$ cat src/ldbw_pkg.sv
// Shared constants and types for the line draw bus write engine.
package ldbw_pkg;

   localparam int COORD_BITS = 16;
   localparam logic [15:0] COORD_MASK = 16'((32'd1 << COORD_BITS) - 32'd1);

   localparam logic [15:0] CMD_COLWIN = 16'h002A;
   localparam logic [15:0] CMD_ROWWIN = 16'h002B;
   localparam logic [15:0] CMD_MEMWR  = 16'h002C;
   localparam logic [15:0] BYTE_MASK  = 16'h00FF;

   localparam int MODE_BITS = 3;
   localparam logic [MODE_BITS-1:0] MODE_IDLE    = 3'd0;
   localparam logic [MODE_BITS-1:0] MODE_POINT   = 3'd1;
   localparam logic [MODE_BITS-1:0] MODE_VERT    = 3'd2;
   localparam logic [MODE_BITS-1:0] MODE_HORIZ   = 3'd3;
   localparam logic [MODE_BITS-1:0] MODE_STEEP   = 3'd4;
   localparam logic [MODE_BITS-1:0] MODE_SHALLOW = 3'd5;

   typedef struct packed {
      logic go;
      logic skip_window;
   } start_type;

   typedef struct packed {
      logic [15:0] col1;
      logic [15:0] col2;
      logic [15:0] row1;
      logic [15:0] row2;
      logic [15:0] color;
      logic        last_line;
   } win_type;

endpackage

$ cat src/ldbw_if.sv
// Valid/ready channel interfaces for draw requests and bus write beats.
interface ldbw_req_if;
   logic        valid;
   logic        ready;
   logic        func;
   logic [15:0] x_start;
   logic [15:0] y_start;
   logic [15:0] x_end;
   logic [15:0] y_end;
   logic [15:0] pixel_color;

   modport source (output valid, output func, output x_start, output y_start,
                   output x_end, output y_end, output pixel_color, input ready);
   modport sink   (input valid, input func, input x_start, input y_start,
                   input x_end, input y_end, input pixel_color, output ready);
endinterface

interface ldbw_rsp_if;
   logic        valid;
   logic        ready;
   logic        is_command;
   logic [15:0] bus_value;
   logic        last_of_pixel;
   logic        last_of_line;

   modport source (output valid, output is_command, output bus_value,
                   output last_of_pixel, output last_of_line, input ready);
   modport sink   (input valid, input is_command, input bus_value,
                   input last_of_pixel, input last_of_line, output ready);
endinterface

$ cat src/line_draw_bus_write_engine.sv
// Top level of the line draw bus write engine.
//
//   channel   dir  beat
//   req_chan  in   func, x_start, y_start, x_end, y_end, pixel_color
//   rsp_chan  out  is_command, bus_value, last_of_pixel, last_of_line
//
// A load emits nothing. An advance latches the pixel window, then issues one
// bus write per cycle from the control store while rsp_chan is not stalled:
// 12 writes for points, sloped pixels and the first pixel of a run, 1 after.
// The control store program length sets the pace; the minor axis is stepped
// incrementally, one add and compare per pixel.
// Reset is synchronous and clears the line mode, the sequencer and rsp valid.
// A stalled rsp_chan holds the step counter; req_chan stays low until done.
module line_draw_bus_write_engine (
   input  logic        clock,
   input  logic        reset,
   ldbw_req_if.sink    req_chan,
   ldbw_rsp_if.source  rsp_chan
);
   import ldbw_pkg::*;

   start_type start;
   win_type   win;
   logic      busy;

   ldbw_datapath u_datapath (
      .clock    (clock),
      .reset    (reset),
      .req_chan (req_chan),
      .busy     (busy),
      .start    (start),
      .win      (win)
   );

   ldbw_sequencer u_sequencer (
      .clock    (clock),
      .reset    (reset),
      .start    (start),
      .win      (win),
      .rsp_chan (rsp_chan),
      .busy     (busy)
   );

   a_line_end_is_pixel_end: assert property (@(posedge clock) disable iff (reset)
      rsp_chan.valid && rsp_chan.last_of_line |-> rsp_chan.last_of_pixel)
      else $error("last_of_line without last_of_pixel");

   a_pixel_ends_in_color: assert property (@(posedge clock) disable iff (reset)
      rsp_chan.valid && rsp_chan.last_of_pixel |-> !rsp_chan.is_command)
      else $error("pixel ended on a command write");

   a_command_code: assert property (@(posedge clock) disable iff (reset)
      rsp_chan.valid && rsp_chan.is_command |->
         (rsp_chan.bus_value == CMD_COLWIN) || (rsp_chan.bus_value == CMD_ROWWIN) ||
         (rsp_chan.bus_value == CMD_MEMWR))
      else $error("unknown command code");

   a_start_when_free: assert property (@(posedge clock) disable iff (reset)
      start.go |=> busy)
      else $error("sequencer did not start");

endmodule

$ cat src/ldbw_datapath.sv
// Line state, endpoint ordering and incremental minor-axis interpolation.
module ldbw_datapath (
   input  logic                  clock,
   input  logic                  reset,
   ldbw_req_if.sink              req_chan,
   input  logic                  busy,
   output ldbw_pkg::start_type   start,
   output ldbw_pkg::win_type     win
);
   import ldbw_pkg::*;

   logic [MODE_BITS-1:0] mode_ff, mode_in;
   logic [15:0] maj_s_ff, maj_s_in;
   logic [15:0] maj_e_ff, maj_e_in;
   logic [15:0] min_s_ff, min_s_in;
   logic [15:0] span_ff, span_in;
   logic [15:0] absd_ff, absd_in;
   logic        neg_ff, neg_in;
   logic [16:0] step_ff, step_in;
   logic [15:0] quot_ff, quot_in;
   logic [15:0] rem_ff, rem_in;
   logic [15:0] color_ff, color_in;
   logic        sent_ff, sent_in;
   win_type     win_ff, win_in;

   logic        accept;
   logic [15:0] xs, ys, xe, ye, dx, dy;
   logic        swap;
   logic [15:0] maj, mnr, px, py;
   logic [16:0] rem_sum;
   logic        wrap;
   logic        last_line;

   assign req_chan.ready = !busy;
   assign accept = req_chan.valid && !busy;
   assign win = win_ff;

   always_comb begin
      xs = req_chan.x_start & COORD_MASK;
      ys = req_chan.y_start & COORD_MASK;
      xe = req_chan.x_end & COORD_MASK;
      ye = req_chan.y_end & COORD_MASK;
      dx = (xs > xe) ? xs - xe : xe - xs;
      dy = (ys > ye) ? ys - ye : ye - ys;
      swap = 1'b0;

      maj = maj_s_ff + step_ff[15:0];
      mnr = neg_ff ? min_s_ff - quot_ff : min_s_ff + quot_ff;
      if (mode_ff == MODE_STEEP) begin
         px = mnr;
         py = maj;
      end else begin
         px = maj;
         py = mnr;
      end
      rem_sum = {1'b0, rem_ff} + {1'b0, absd_ff};
      wrap = rem_sum >= {1'b0, span_ff};
      last_line = (mode_ff == MODE_POINT) || ({1'b0, span_ff} == step_ff);

      start.go = accept && req_chan.func && (mode_ff != MODE_IDLE);
      start.skip_window = sent_ff && ((mode_ff == MODE_VERT) || (mode_ff == MODE_HORIZ));

      mode_in  = mode_ff;
      maj_s_in = maj_s_ff;
      maj_e_in = maj_e_ff;
      min_s_in = min_s_ff;
      span_in  = span_ff;
      absd_in  = absd_ff;
      neg_in   = neg_ff;
      step_in  = step_ff;
      quot_in  = quot_ff;
      rem_in   = rem_ff;
      color_in = color_ff;
      sent_in  = sent_ff;
      win_in   = win_ff;

      if (accept && !req_chan.func) begin
         color_in = req_chan.pixel_color;
         step_in  = '0;
         quot_in  = '0;
         rem_in   = '0;
         sent_in  = 1'b0;
         absd_in  = '0;
         neg_in   = 1'b0;
         if (xs == xe && ys == ye) begin
            mode_in  = MODE_POINT;
            maj_s_in = xs;
            maj_e_in = xs;
            min_s_in = ys;
            span_in  = '0;
         end else if (xs == xe) begin
            mode_in  = MODE_VERT;
            maj_s_in = (ys < ye) ? ys : ye;
            maj_e_in = (ys < ye) ? ye : ys;
            min_s_in = xs;
            span_in  = dy;
         end else if (ys == ye) begin
            mode_in  = MODE_HORIZ;
            maj_s_in = (xs < xe) ? xs : xe;
            maj_e_in = (xs < xe) ? xe : xs;
            min_s_in = ys;
            span_in  = dx;
         end else if (dy > dx) begin
            swap     = ys > ye;
            mode_in  = MODE_STEEP;
            maj_s_in = swap ? ye : ys;
            maj_e_in = swap ? ys : ye;
            min_s_in = swap ? xe : xs;
            span_in  = dy;
            absd_in  = dx;
            neg_in   = swap ? (xs < xe) : (xe < xs);
         end else begin
            swap     = xs > xe;
            mode_in  = MODE_SHALLOW;
            maj_s_in = swap ? xe : xs;
            maj_e_in = swap ? xs : xe;
            min_s_in = swap ? ye : ys;
            span_in  = dx;
            absd_in  = dy;
            neg_in   = swap ? (ys < ye) : (ye < ys);
         end
      end else if (start.go) begin
         unique case (mode_ff)
            MODE_VERT: begin
               win_in.col1 = min_s_ff;
               win_in.col2 = min_s_ff;
               win_in.row1 = maj_s_ff;
               win_in.row2 = maj_e_ff;
            end
            MODE_HORIZ: begin
               win_in.col1 = maj_s_ff;
               win_in.col2 = maj_e_ff;
               win_in.row1 = min_s_ff;
               win_in.row2 = min_s_ff;
            end
            default: begin
               win_in.col1 = px;
               win_in.col2 = px;
               win_in.row1 = py;
               win_in.row2 = py;
            end
         endcase
         win_in.color     = color_ff;
         win_in.last_line = last_line;
         step_in = step_ff + 17'd1;
         sent_in = 1'b1;
         quot_in = quot_ff + 16'(wrap);
         rem_in  = wrap ? 16'(rem_sum - {1'b0, span_ff}) : rem_sum[15:0];
         if (last_line) begin
            mode_in = MODE_IDLE;
         end
      end
   end

   always_ff @(posedge clock) begin
      if (reset) begin
         mode_ff <= MODE_IDLE;
      end else begin
         mode_ff <= mode_in;
      end
      maj_s_ff <= maj_s_in;
      maj_e_ff <= maj_e_in;
      min_s_ff <= min_s_in;
      span_ff  <= span_in;
      absd_ff  <= absd_in;
      neg_ff   <= neg_in;
      step_ff  <= step_in;
      quot_ff  <= quot_in;
      rem_ff   <= rem_in;
      color_ff <= color_in;
      sent_ff  <= sent_in;
      win_ff   <= win_in;
   end

endmodule

$ cat src/ldbw_sequencer.sv
// Microcoded beat sequencer: control store, step counter and output register.
module ldbw_sequencer (
   input  logic                  clock,
   input  logic                  reset,
   input  ldbw_pkg::start_type   start,
   input  ldbw_pkg::win_type     win,
   ldbw_rsp_if.source            rsp_chan,
   output logic                  busy
);
   import ldbw_pkg::*;

   localparam int UCODE_DEPTH = 12;
   localparam int PC_BITS = $clog2(UCODE_DEPTH);
   localparam logic [PC_BITS-1:0] STEP_FIRST = PC_BITS'(0);
   localparam logic [PC_BITS-1:0] STEP_COLOR = PC_BITS'(UCODE_DEPTH - 1);

   localparam logic [3:0] SEL_CMD_COL = 4'd0;
   localparam logic [3:0] SEL_CMD_ROW = 4'd1;
   localparam logic [3:0] SEL_CMD_MEM = 4'd2;
   localparam logic [3:0] SEL_COL1_HI = 4'd3;
   localparam logic [3:0] SEL_COL1_LO = 4'd4;
   localparam logic [3:0] SEL_COL2_HI = 4'd5;
   localparam logic [3:0] SEL_COL2_LO = 4'd6;
   localparam logic [3:0] SEL_ROW1_HI = 4'd7;
   localparam logic [3:0] SEL_ROW1_LO = 4'd8;
   localparam logic [3:0] SEL_ROW2_HI = 4'd9;
   localparam logic [3:0] SEL_ROW2_LO = 4'd10;
   localparam logic [3:0] SEL_COLOR   = 4'd11;

   typedef struct packed {
      logic       is_cmd;
      logic [3:0] sel;
      logic       done;
   } ucode_type;

   function automatic ucode_type ucode_fetch(input logic [PC_BITS-1:0] pc);
      ucode_type w;
      unique case (pc)
         PC_BITS'(0):  w = '{is_cmd: 1'b1, sel: SEL_CMD_COL, done: 1'b0};
         PC_BITS'(1):  w = '{is_cmd: 1'b0, sel: SEL_COL1_HI, done: 1'b0};
         PC_BITS'(2):  w = '{is_cmd: 1'b0, sel: SEL_COL1_LO, done: 1'b0};
         PC_BITS'(3):  w = '{is_cmd: 1'b0, sel: SEL_COL2_HI, done: 1'b0};
         PC_BITS'(4):  w = '{is_cmd: 1'b0, sel: SEL_COL2_LO, done: 1'b0};
         PC_BITS'(5):  w = '{is_cmd: 1'b1, sel: SEL_CMD_ROW, done: 1'b0};
         PC_BITS'(6):  w = '{is_cmd: 1'b0, sel: SEL_ROW1_HI, done: 1'b0};
         PC_BITS'(7):  w = '{is_cmd: 1'b0, sel: SEL_ROW1_LO, done: 1'b0};
         PC_BITS'(8):  w = '{is_cmd: 1'b0, sel: SEL_ROW2_HI, done: 1'b0};
         PC_BITS'(9):  w = '{is_cmd: 1'b0, sel: SEL_ROW2_LO, done: 1'b0};
         PC_BITS'(10): w = '{is_cmd: 1'b1, sel: SEL_CMD_MEM, done: 1'b0};
         PC_BITS'(11): w = '{is_cmd: 1'b0, sel: SEL_COLOR,   done: 1'b1};
         default:      w = '{is_cmd: 1'b0, sel: SEL_COLOR,   done: 1'b1};
      endcase
      return w;
   endfunction

   logic [PC_BITS-1:0] pc_ff, pc_in;
   logic               busy_ff, busy_in;
   logic               valid_ff, valid_in;
   logic               cmd_ff, cmd_in;
   logic [15:0]        value_ff, value_in;
   logic               lpix_ff, lpix_in;
   logic               lline_ff, lline_in;

   ucode_type word;
   logic      emit;

   assign busy = busy_ff;
   assign rsp_chan.valid = valid_ff;
   assign rsp_chan.is_command = cmd_ff;
   assign rsp_chan.bus_value = value_ff;
   assign rsp_chan.last_of_pixel = lpix_ff;
   assign rsp_chan.last_of_line = lline_ff;

   always_comb begin
      word = ucode_fetch(pc_ff);
      emit = busy_ff && (!valid_ff || rsp_chan.ready);

      pc_in    = pc_ff;
      busy_in  = busy_ff;
      valid_in = valid_ff;
      cmd_in   = cmd_ff;
      value_in = value_ff;
      lpix_in  = lpix_ff;
      lline_in = lline_ff;

      unique case (word.sel)
         SEL_CMD_COL: value_in = CMD_COLWIN;
         SEL_CMD_ROW: value_in = CMD_ROWWIN;
         SEL_CMD_MEM: value_in = CMD_MEMWR;
         SEL_COL1_HI: value_in = (win.col1 >> 8) & BYTE_MASK;
         SEL_COL1_LO: value_in = win.col1 & BYTE_MASK;
         SEL_COL2_HI: value_in = (win.col2 >> 8) & BYTE_MASK;
         SEL_COL2_LO: value_in = win.col2 & BYTE_MASK;
         SEL_ROW1_HI: value_in = (win.row1 >> 8) & BYTE_MASK;
         SEL_ROW1_LO: value_in = win.row1 & BYTE_MASK;
         SEL_ROW2_HI: value_in = (win.row2 >> 8) & BYTE_MASK;
         SEL_ROW2_LO: value_in = win.row2 & BYTE_MASK;
         default:     value_in = win.color;
      endcase

      if (emit) begin
         valid_in = 1'b1;
         cmd_in   = word.is_cmd;
         lpix_in  = word.done;
         lline_in = word.done && win.last_line;
      end else begin
         value_in = value_ff;
         if (rsp_chan.ready) begin
            valid_in = 1'b0;
         end
      end

      if (start.go) begin
         busy_in = 1'b1;
         pc_in   = start.skip_window ? STEP_COLOR : STEP_FIRST;
      end else if (emit) begin
         if (word.done) begin
            busy_in = 1'b0;
         end else begin
            pc_in = pc_ff + PC_BITS'(1);
         end
      end
   end

   always_ff @(posedge clock) begin
      if (reset) begin
         busy_ff  <= 1'b0;
         valid_ff <= 1'b0;
      end else begin
         busy_ff  <= busy_in;
         valid_ff <= valid_in;
      end
      pc_ff    <= pc_in;
      cmd_ff   <= cmd_in;
      value_ff <= value_in;
      lpix_ff  <= lpix_in;
      lline_ff <= lline_in;
   end

endmodule
$ cat src/flat_wrapper.sv
// flat-port wrapper written by rule: the top's interface ports become plain ports
module line_draw_bus_write_engine_flat import ldbw_pkg::*;
  (clock, reset, req_chan_valid, req_chan_func, req_chan_x_start, req_chan_y_start, req_chan_x_end, req_chan_y_end, req_chan_pixel_color, req_chan_ready, rsp_chan_valid, rsp_chan_is_command, rsp_chan_bus_value, rsp_chan_last_of_pixel, rsp_chan_last_of_line, rsp_chan_ready);
  ldbw_req_if req_chan_i ();
  ldbw_rsp_if rsp_chan_i ();
  input  logic clock;
  input  logic reset;
  input wire logic [$bits(req_chan_i.valid)-1:0] req_chan_valid;
  input wire logic [$bits(req_chan_i.func)-1:0] req_chan_func;
  input wire logic [$bits(req_chan_i.x_start)-1:0] req_chan_x_start;
  input wire logic [$bits(req_chan_i.y_start)-1:0] req_chan_y_start;
  input wire logic [$bits(req_chan_i.x_end)-1:0] req_chan_x_end;
  input wire logic [$bits(req_chan_i.y_end)-1:0] req_chan_y_end;
  input wire logic [$bits(req_chan_i.pixel_color)-1:0] req_chan_pixel_color;
  output wire logic [$bits(req_chan_i.ready)-1:0] req_chan_ready;
  output wire logic [$bits(rsp_chan_i.valid)-1:0] rsp_chan_valid;
  output wire logic [$bits(rsp_chan_i.is_command)-1:0] rsp_chan_is_command;
  output wire logic [$bits(rsp_chan_i.bus_value)-1:0] rsp_chan_bus_value;
  output wire logic [$bits(rsp_chan_i.last_of_pixel)-1:0] rsp_chan_last_of_pixel;
  output wire logic [$bits(rsp_chan_i.last_of_line)-1:0] rsp_chan_last_of_line;
  input wire logic [$bits(rsp_chan_i.ready)-1:0] rsp_chan_ready;
  assign req_chan_i.valid = req_chan_valid;
  assign req_chan_i.func = req_chan_func;
  assign req_chan_i.x_start = req_chan_x_start;
  assign req_chan_i.y_start = req_chan_y_start;
  assign req_chan_i.x_end = req_chan_x_end;
  assign req_chan_i.y_end = req_chan_y_end;
  assign req_chan_i.pixel_color = req_chan_pixel_color;
  assign req_chan_ready = req_chan_i.ready;
  assign rsp_chan_valid = rsp_chan_i.valid;
  assign rsp_chan_is_command = rsp_chan_i.is_command;
  assign rsp_chan_bus_value = rsp_chan_i.bus_value;
  assign rsp_chan_last_of_pixel = rsp_chan_i.last_of_pixel;
  assign rsp_chan_last_of_line = rsp_chan_i.last_of_line;
  assign rsp_chan_i.ready = rsp_chan_ready;
  line_draw_bus_write_engine u_core (.clock(clock), .reset(reset), .req_chan(req_chan_i), .rsp_chan(rsp_chan_i));
endmodule
$ cat config.mk
export PLATFORM = sky130hd
export DESIGN_NAME = line_draw_bus_write_engine_flat
export DESIGN_NICKNAME = d
export VERILOG_FILES = /design/src/ldbw_pkg.sv /design/src/ldbw_if.sv /design/src/line_draw_bus_write_engine.sv /design/src/ldbw_datapath.sv /design/src/ldbw_sequencer.sv /design/src/flat_wrapper.sv
export SDC_FILE = /design/constraint.sdc
export NUM_CORES = 1
export LEC_CHECK = 0
export ABC_AREA = 1
export BUFFER_PORTS_ARGS = -buffer_cell sky130_fd_sc_hd__buf_2
export CORE_MARGIN = 1
export CORE_UTILIZATION = 45
export DETAILED_ROUTE_END_ITERATION = 6
export HOLD_SLACK_MARGIN = 0.15
export PLACE_DENSITY = 0.75
export SYNTH_ARGS = -nofsm -noshare
export SYNTH_HDL_FRONTEND = slang
export SYNTH_SLANG_ARGS = --single-unit
$ cat constraint.sdc
create_clock -name clock -period 4 [get_ports clock]
set_input_delay 0.6 -clock clock [delete_from_list [all_inputs] [get_ports clock]]
set_output_delay 0.6 -clock clock [all_outputs]
set_load 0.01 [all_outputs]
==> flow_summary.ini, run 1 <==
[global_route]
grt_pass1_wl_mm = 118
grtUsageTotal = 0.305
first_global_vias = 21520
overflow = 0
grt_max_degree = 123
antenna_found_initial = 4

[floorplanning]
fp.dieW_um = 222
die-area_um2 = 49300
die_h_um = 222
start_util = 0.456
rows = 80
core_area_um2 = 47700
ios = 106

[route]
ant_nets = 0
wire_per_inst_um = 18.2
drt_iter0_drc = 2485
drc_errors = 4
via_per_inst = 5.47
first_pass_iters = 7
wirelength_mm = 77.2
vias = 23243

[clocking]
cts_tree = built
cts_num_sinks = 262
h-tree-depth = 1
cts_hold_buf = 0
worstSkewPairLatency_ns = 0.60
path_clk_slew_ns = 0.06
cts_inserted_buffers = 29
cts-root-buf = clkbuf_16
clock_path_buffers = 3

[sta]
tightest_slew_ns = 1.25
finalClockSkew_ns = 0.0309
timing.fmax_ghz = 0.253
slew_headroom = 0.163
rsz0062_at_grt = true
post-route-period-util = 0.988
hold_viol_final = 0
period_needed_ns = 3.95
slew_viol_final = 0
tns_ns = 0
setup_violations = 0

[min_path]
min_to = u_core.u_datapath.color_ff[3]$_DFFE_PP_
hold_depth = 1
min_path_type = input port to flip-flop
hold_start = req_chan_pixel_color[3]

[logic_synthesis]
ys_seq_area_frac = 0.333
netlist_top_cells_area = edfxtp_1 28%, nand2_1 16%, ha_1 8.9%
ys_types = 56
synth_warnings = 0
ys_ff_latch = 262
avgSynthCellArea_um2 = 7.00
synthCells = 3110
synth_nets = 3358
synth_most_common_cell = nand2_1
synth_top_area_cell = edfxtp_1
yosys-top-cells-count = 905 x nand2_1, 416 x inv_1, 278 x nand3_1
syn_area_um2 = 21800
ys.flop_type = edfxtp_1
synth_top_area_frac = 0.277
synth-edff-count = 201
synthArstFlopShare = 0

[power]
leakage_nw = 13.6
p_per_area_nw_per_um2 = 596
ir_drop_uv = 411
power_mw = 16.6

[layout]
fin_cells = 4248
stdcell_area_um2 = 27800
final_nets = 3855
drive_above_1_share = 0.211
area_growth_pct = 27.4
fill_cells = 4367

[critical_path]
reg2reg_depth = 26
crit_arrival_ns = 4.44
worst_path_max_delay_cell = edfxtp_1
cp.required_ns = 4.49
cp-end-kind = flip-flop
crit_top_cell = ha_4
r2r-end = u_core.u_datapath.quot_ff[12]$_SDFFE_PP0P_
cpPeakStageDelay_ns = 0.43
startpoint_type = flip-flop
rrSetupSlack_ns = 0.05
worstPathMaxFanout = 4
worstSetupPathType = flip-flop to flip-flop
rr_startpoint = u_core.u_datapath.absd_ff[0]$_SDFFCE_PP0P_

[placement]
place_congestion = 1.03
hpwl_mm = 60.7
dpl.cell_count = 4172
numPortBuffers = 105
dpl_cell_area_um2 = 26000

[run]
drv_cap = 0

[outcome]
violations = design-rule violations
outcome = finished, violations left
cells by family after synthesis:
| kind of cell | after synthesis | synth area share |
|---|---|---|
| AO/OA/AOI/OAI | 531 | 0.137 |
| XOR/XNOR | 78 | 0.0317 |
| adder cells (fa/ha/maj) | 163 | 0.0964 |
| buffers and inverters | 523 | 0.0955 |
| flip-flops | 262 | 0.333 |
| multiplexers | 1 | 0.000632 |
| AND/OR/NAND/NOR | 1552 | 0.305 |
metrics by stage:
| step | setup slack, ns | utilization | hold slack, ns |
|---|---|---|---|
| after floorplan | -0.00302 | - | 0.386 |
| after global placement | -0.411 | 0.545 | 0.387 |
| after detailed placement | -0.403 | 0.545 | 0.405 |
| after CTS | 0.0111 | 0.570 | 0.166 |
| after global routing | -0.189 | 0.581 | 0.175 |
| final | 0.0480 | 0.581 | 0.187 |
power by group:
group	internal (mW)	switching (mW)
registers	3.55	0.293
clock network	1.68	1.18
logic	4.14	5.73
metal layers:
layer	GRT usage	vias to the layer above	wire length, um
li1	-	11335	-
met1	0.404	10571	32000
met2	0.491	1127	34400
met3	0.0493	208	7130
met4	0.132	2	3640
met5	0	-	11
layout by cell type, fill, tap and decap left out, types with 61 or more instances in the layout:
| cell | count |
|---|---|
| inv_1 | 408 |
| dfxtp_1 | 61 |
| nand4_1 | 69 |
| edfxtp_1 | 201 |
| nand3_1 | 272 |
| o21ai_0 | 137 |
| buf_4 | 444 |
| nand2_1 | 880 |
| nor2_1 | 190 |
| ha_1 | 135 |
| buf_2 | 106 |
| a21oi_1 | 248 |
how the worst max path moves through the flow:
stage,startpoint,to,slack (ns),cells past startpoint
2_1_floorplan,req_chan_y_start[0],u_core.u_datapath.min_s_ff[0]$_DFFE_PP_,-0.003,33
6_report,u_core.u_datapath.absd_ff[0]$_SDFFCE_PP0P_,u_core.u_datapath.quot_ff[12]$_SDFFE_PP0P_,0.05,26
3_5_place_dp,req_chan_x_end[0],u_core.u_datapath.min_s_ff[2]$_DFFE_PP_,-0.40,30
4_1_cts,u_core.u_datapath.absd_ff[10]$_SDFFCE_PP0P_,u_core.u_datapath.quot_ff[14]$_SDFFE_PP0P_,0.01,27
3_3_place_gp,req_chan_x_end[0],u_core.u_datapath.min_s_ff[2]$_DFFE_PP_,-0.41,30
5_1_grt,u_core.u_datapath.absd_ff[0]$_SDFFCE_PP0P_,u_core.u_datapath.quot_ff[12]$_SDFFE_PP0P_,-0.19,27
repair_timing:
item / CTS / global route
resized for setup: 27 / 105
cloned: 0 / 3
endpoints found under the setup margin: 7 / 82
pin swaps: 11 / 45
setup buffers: 6 / 10
cell type report:
type,count,area [um2],area share
clock inverters,21,251,0.00906
inverters,426,1620,0.0583
diodes,3,7.51,0.000270
repair buffers,562,4090,0.147
well taps,615,769,0.0277
flip-flops and latches,262,7260,0.261
multi-input cells,2326,13000,0.469
clock buffers,33,751,0.0270
sequential cells by signal, indices dropped and copies added, names as in the netlist, 3 cells and up:
register / count
u_core.u_sequencer.rsp_chan.bus_value: 16
u_core.u_datapath.min_s_ff: 16
u_core.u_datapath.quot_ff: 16
u_core.u_sequencer.pc_ff: 4
u_core.u_datapath.maj_e_ff: 16
u_core.u_datapath.color_ff: 16
u_core.u_datapath.maj_s_ff: 16
u_core.u_datapath.win: 81
u_core.u_datapath.span_ff: 16
u_core.u_datapath.step_ff: 17
u_core.u_sequencer.word: 6
u_core.u_datapath.absd_ff: 16
u_core.u_datapath.rem_ff: 16
u_core.u_datapath.mode_ff: 3
critical path, delay by kind of cell, from the launching register on:
kind                     cells  cell delay (ns)
AO/OA/AOI/OAI                2             0.15
adder cells (fa/ha/maj)      5             1.17
buffers and inverters        2             0.17
flip-flops                   1             0.43
AND/OR/NAND/NOR             17             1.94
Note: power is estimated with default switching activity, not from simulation.
==> inputs of run 2 (changes only) <==
--- a/config.mk
+++ b/config.mk
@@ -12,6 +12,7 @@
 export DETAILED_ROUTE_END_ITERATION = 6
 export HOLD_SLACK_MARGIN = 0.15
 export PLACE_DENSITY = 0.75
+export RECOVER_POWER = 50
 export SYNTH_ARGS = -nofsm -noshare
 export SYNTH_HDL_FRONTEND = slang
 export SYNTH_SLANG_ARGS = --single-unit
==> flow_summary.ini, run 2 (same netlist as run 1, synthesis figures left out) <==
[critical_path]
worstSetupPathType = flip-flop to flip-flop
cp.required_ns = 4.49
rr_startpoint = u_core.u_datapath.absd_ff[0]$_SDFFCE_PP0P_
r2r-end = u_core.u_datapath.quot_ff[12]$_SDFFE_PP0P_
startpoint_type = flip-flop
cp-end-kind = flip-flop
crit_arrival_ns = 4.45
worst_path_max_delay_cell = edfxtp_1
crit_top_cell = ha_4
cpPeakStageDelay_ns = 0.43
worstPathMaxFanout = 4
reg2reg_depth = 26
rrSetupSlack_ns = 0.04

[placement]
numPortBuffers = 105
hpwl_mm = 60.7
dpl.cell_count = 4172
dp_slack_ns = -0.403
place_congestion = 1.03

[route]
wire_per_inst_um = 18.2
drt_iter0_drc = 2473
ant_nets = 0
first_pass_iters = 6
wirelength_mm = 77.2
via_per_inst = 5.46
vias = 23211
drc_errors = 0

[global_route]
first_global_vias = 21520
overflow = 0
antenna_found_initial = 4
grtUsageTotal = 0.305
grt_max_degree = 123
grt_pass1_wl_mm = 118

[sta]
period_needed_ns = 3.96
timing.fmax_ghz = 0.253
rsz0062_at_grt = true
slew_headroom = 0.181
tightest_slew_ns = 1.22
layout_setup_ws_ns = 0.0426
setup_violations = 0
finalClockSkew_ns = 0.0303
hold_viol_final = 0
post-route-period-util = 0.989
slew_viol_final = 0

[min_path]
hold_depth = 1
hold_start = req_chan_pixel_color[7]
min_path_type = input port to flip-flop
min_to = u_core.u_datapath.color_ff[7]$_DFFE_PP_

[floorplanning]
core_area_um2 = 47700
rows = 80
start_util = 0.456
die_h_um = 222
fp.dieW_um = 222
ios = 106
die-area_um2 = 49300

[layout]
drive_above_1_share = 0.207
layout_common_cells = 880 x nand2_1, 442 x buf_4, 408 x inv_1, 272 x nand3_1, 248 x a21oi_1
post-route-util = 0.581
largest_reg_flops = 81
final_nets = 3855
mostFrequentLayoutCell = nand2_1
fin_cells = 4248
area_growth_pct = 27.4
fill_cells = 4376

[clocking]
cts_num_sinks = 262
path_clk_slew_ns = 0.06
cts_tree = built
h-tree-depth = 1
worstSkewPairLatency_ns = 0.59
cts_hold_buf = 0
cts-root-buf = clkbuf_16
cts_inserted_buffers = 29
clock_path_buffers = 3

[outcome]
outcome = finished, final reports clean

[power]
p_per_area_nw_per_um2 = 596
ir_drop_uv = 408
leakage_nw = 13.5

[run]
drv_cap = 0
[run 2: metrics by stage]
stage	hold WS [ns]	power, mW	setup TNS [ns]	instance area (um2)
2_1_floorplan	0.386	9.08	-0.0181	21800
3_3_place_gp	0.387	12.4	-23.61	26000
3_5_place_dp	0.405	12.5	-24.39	26000
4_1_cts	0.166	15.7	0	27200
5_1_grt	0.175	17.6	-0.848	27700
6_report	0.190	16.5	0	27700
[run 2: power breakdown]
part           switching, mW  internal [mW]  leakage, nW  total, mW
Clock                   1.17           1.68        0.483       2.85
Combinational           5.72           4.13         10.7       9.85
Sequential             0.292           3.55         2.35       3.84
[run 2: final cells by class]
type	instances	area [um2]	area share
diodes	3	7.51	0.000271
clock inverters	21	251	0.00907
repair buffers	562	4070	0.147
well taps	615	769	0.0277
inverters	426	1620	0.0583
flip-flops and latches	262	7260	0.262
multi-input cells	2326	13000	0.469
clock buffers	33	751	0.0271
[run 2: critical path, delay by kind of cell (launching register included)]
kind | cells | cell delay (ns)
buf+inv | 2 | 0.17
flops | 1 | 0.43
fa+ha+maj | 5 | 1.17
simple gates | 17 | 1.93
compound gates | 2 | 0.15
[run 2: layer usage]
metal,track usage,share of wire,up-vias
li1,-,-,11332
met1,0.404,0.41,10564
met2,0.491,0.45,1119
met3,0.0493,0.091,194
met4,0.132,0.046,2
met5,0,0.00014,-
[run 2: what timing repair did]
item | CTS | global route
endpoints found under the setup margin | 7 | 82
cloned | 0 | 3
pin swaps | 11 | 45
buffers inserted | 6 | 10
gates resized for setup | 27 | 105
[run 2: how the worst max path moves through the flow]
stage | start | end | slack, ns | cells past startpoint
2_1_floorplan | req_chan_y_start[0] | u_core.u_datapath.min_s_ff[0]$_DFFE_PP_ | -0.003 | 33
3_3_place_gp | req_chan_x_end[0] | u_core.u_datapath.min_s_ff[2]$_DFFE_PP_ | -0.41 | 30
3_5_place_dp | req_chan_x_end[0] | u_core.u_datapath.min_s_ff[2]$_DFFE_PP_ | -0.40 | 30
4_1_cts | u_core.u_datapath.absd_ff[10]$_SDFFCE_PP0P_ | u_core.u_datapath.quot_ff[14]$_SDFFE_PP0P_ | 0.01 | 27
5_1_grt | u_core.u_datapath.absd_ff[0]$_SDFFCE_PP0P_ | u_core.u_datapath.quot_ff[12]$_SDFFE_PP0P_ | -0.19 | 27
6_report | u_core.u_datapath.absd_ff[0]$_SDFFCE_PP0P_ | u_core.u_datapath.quot_ff[12]$_SDFFE_PP0P_ | 0.04 | 26
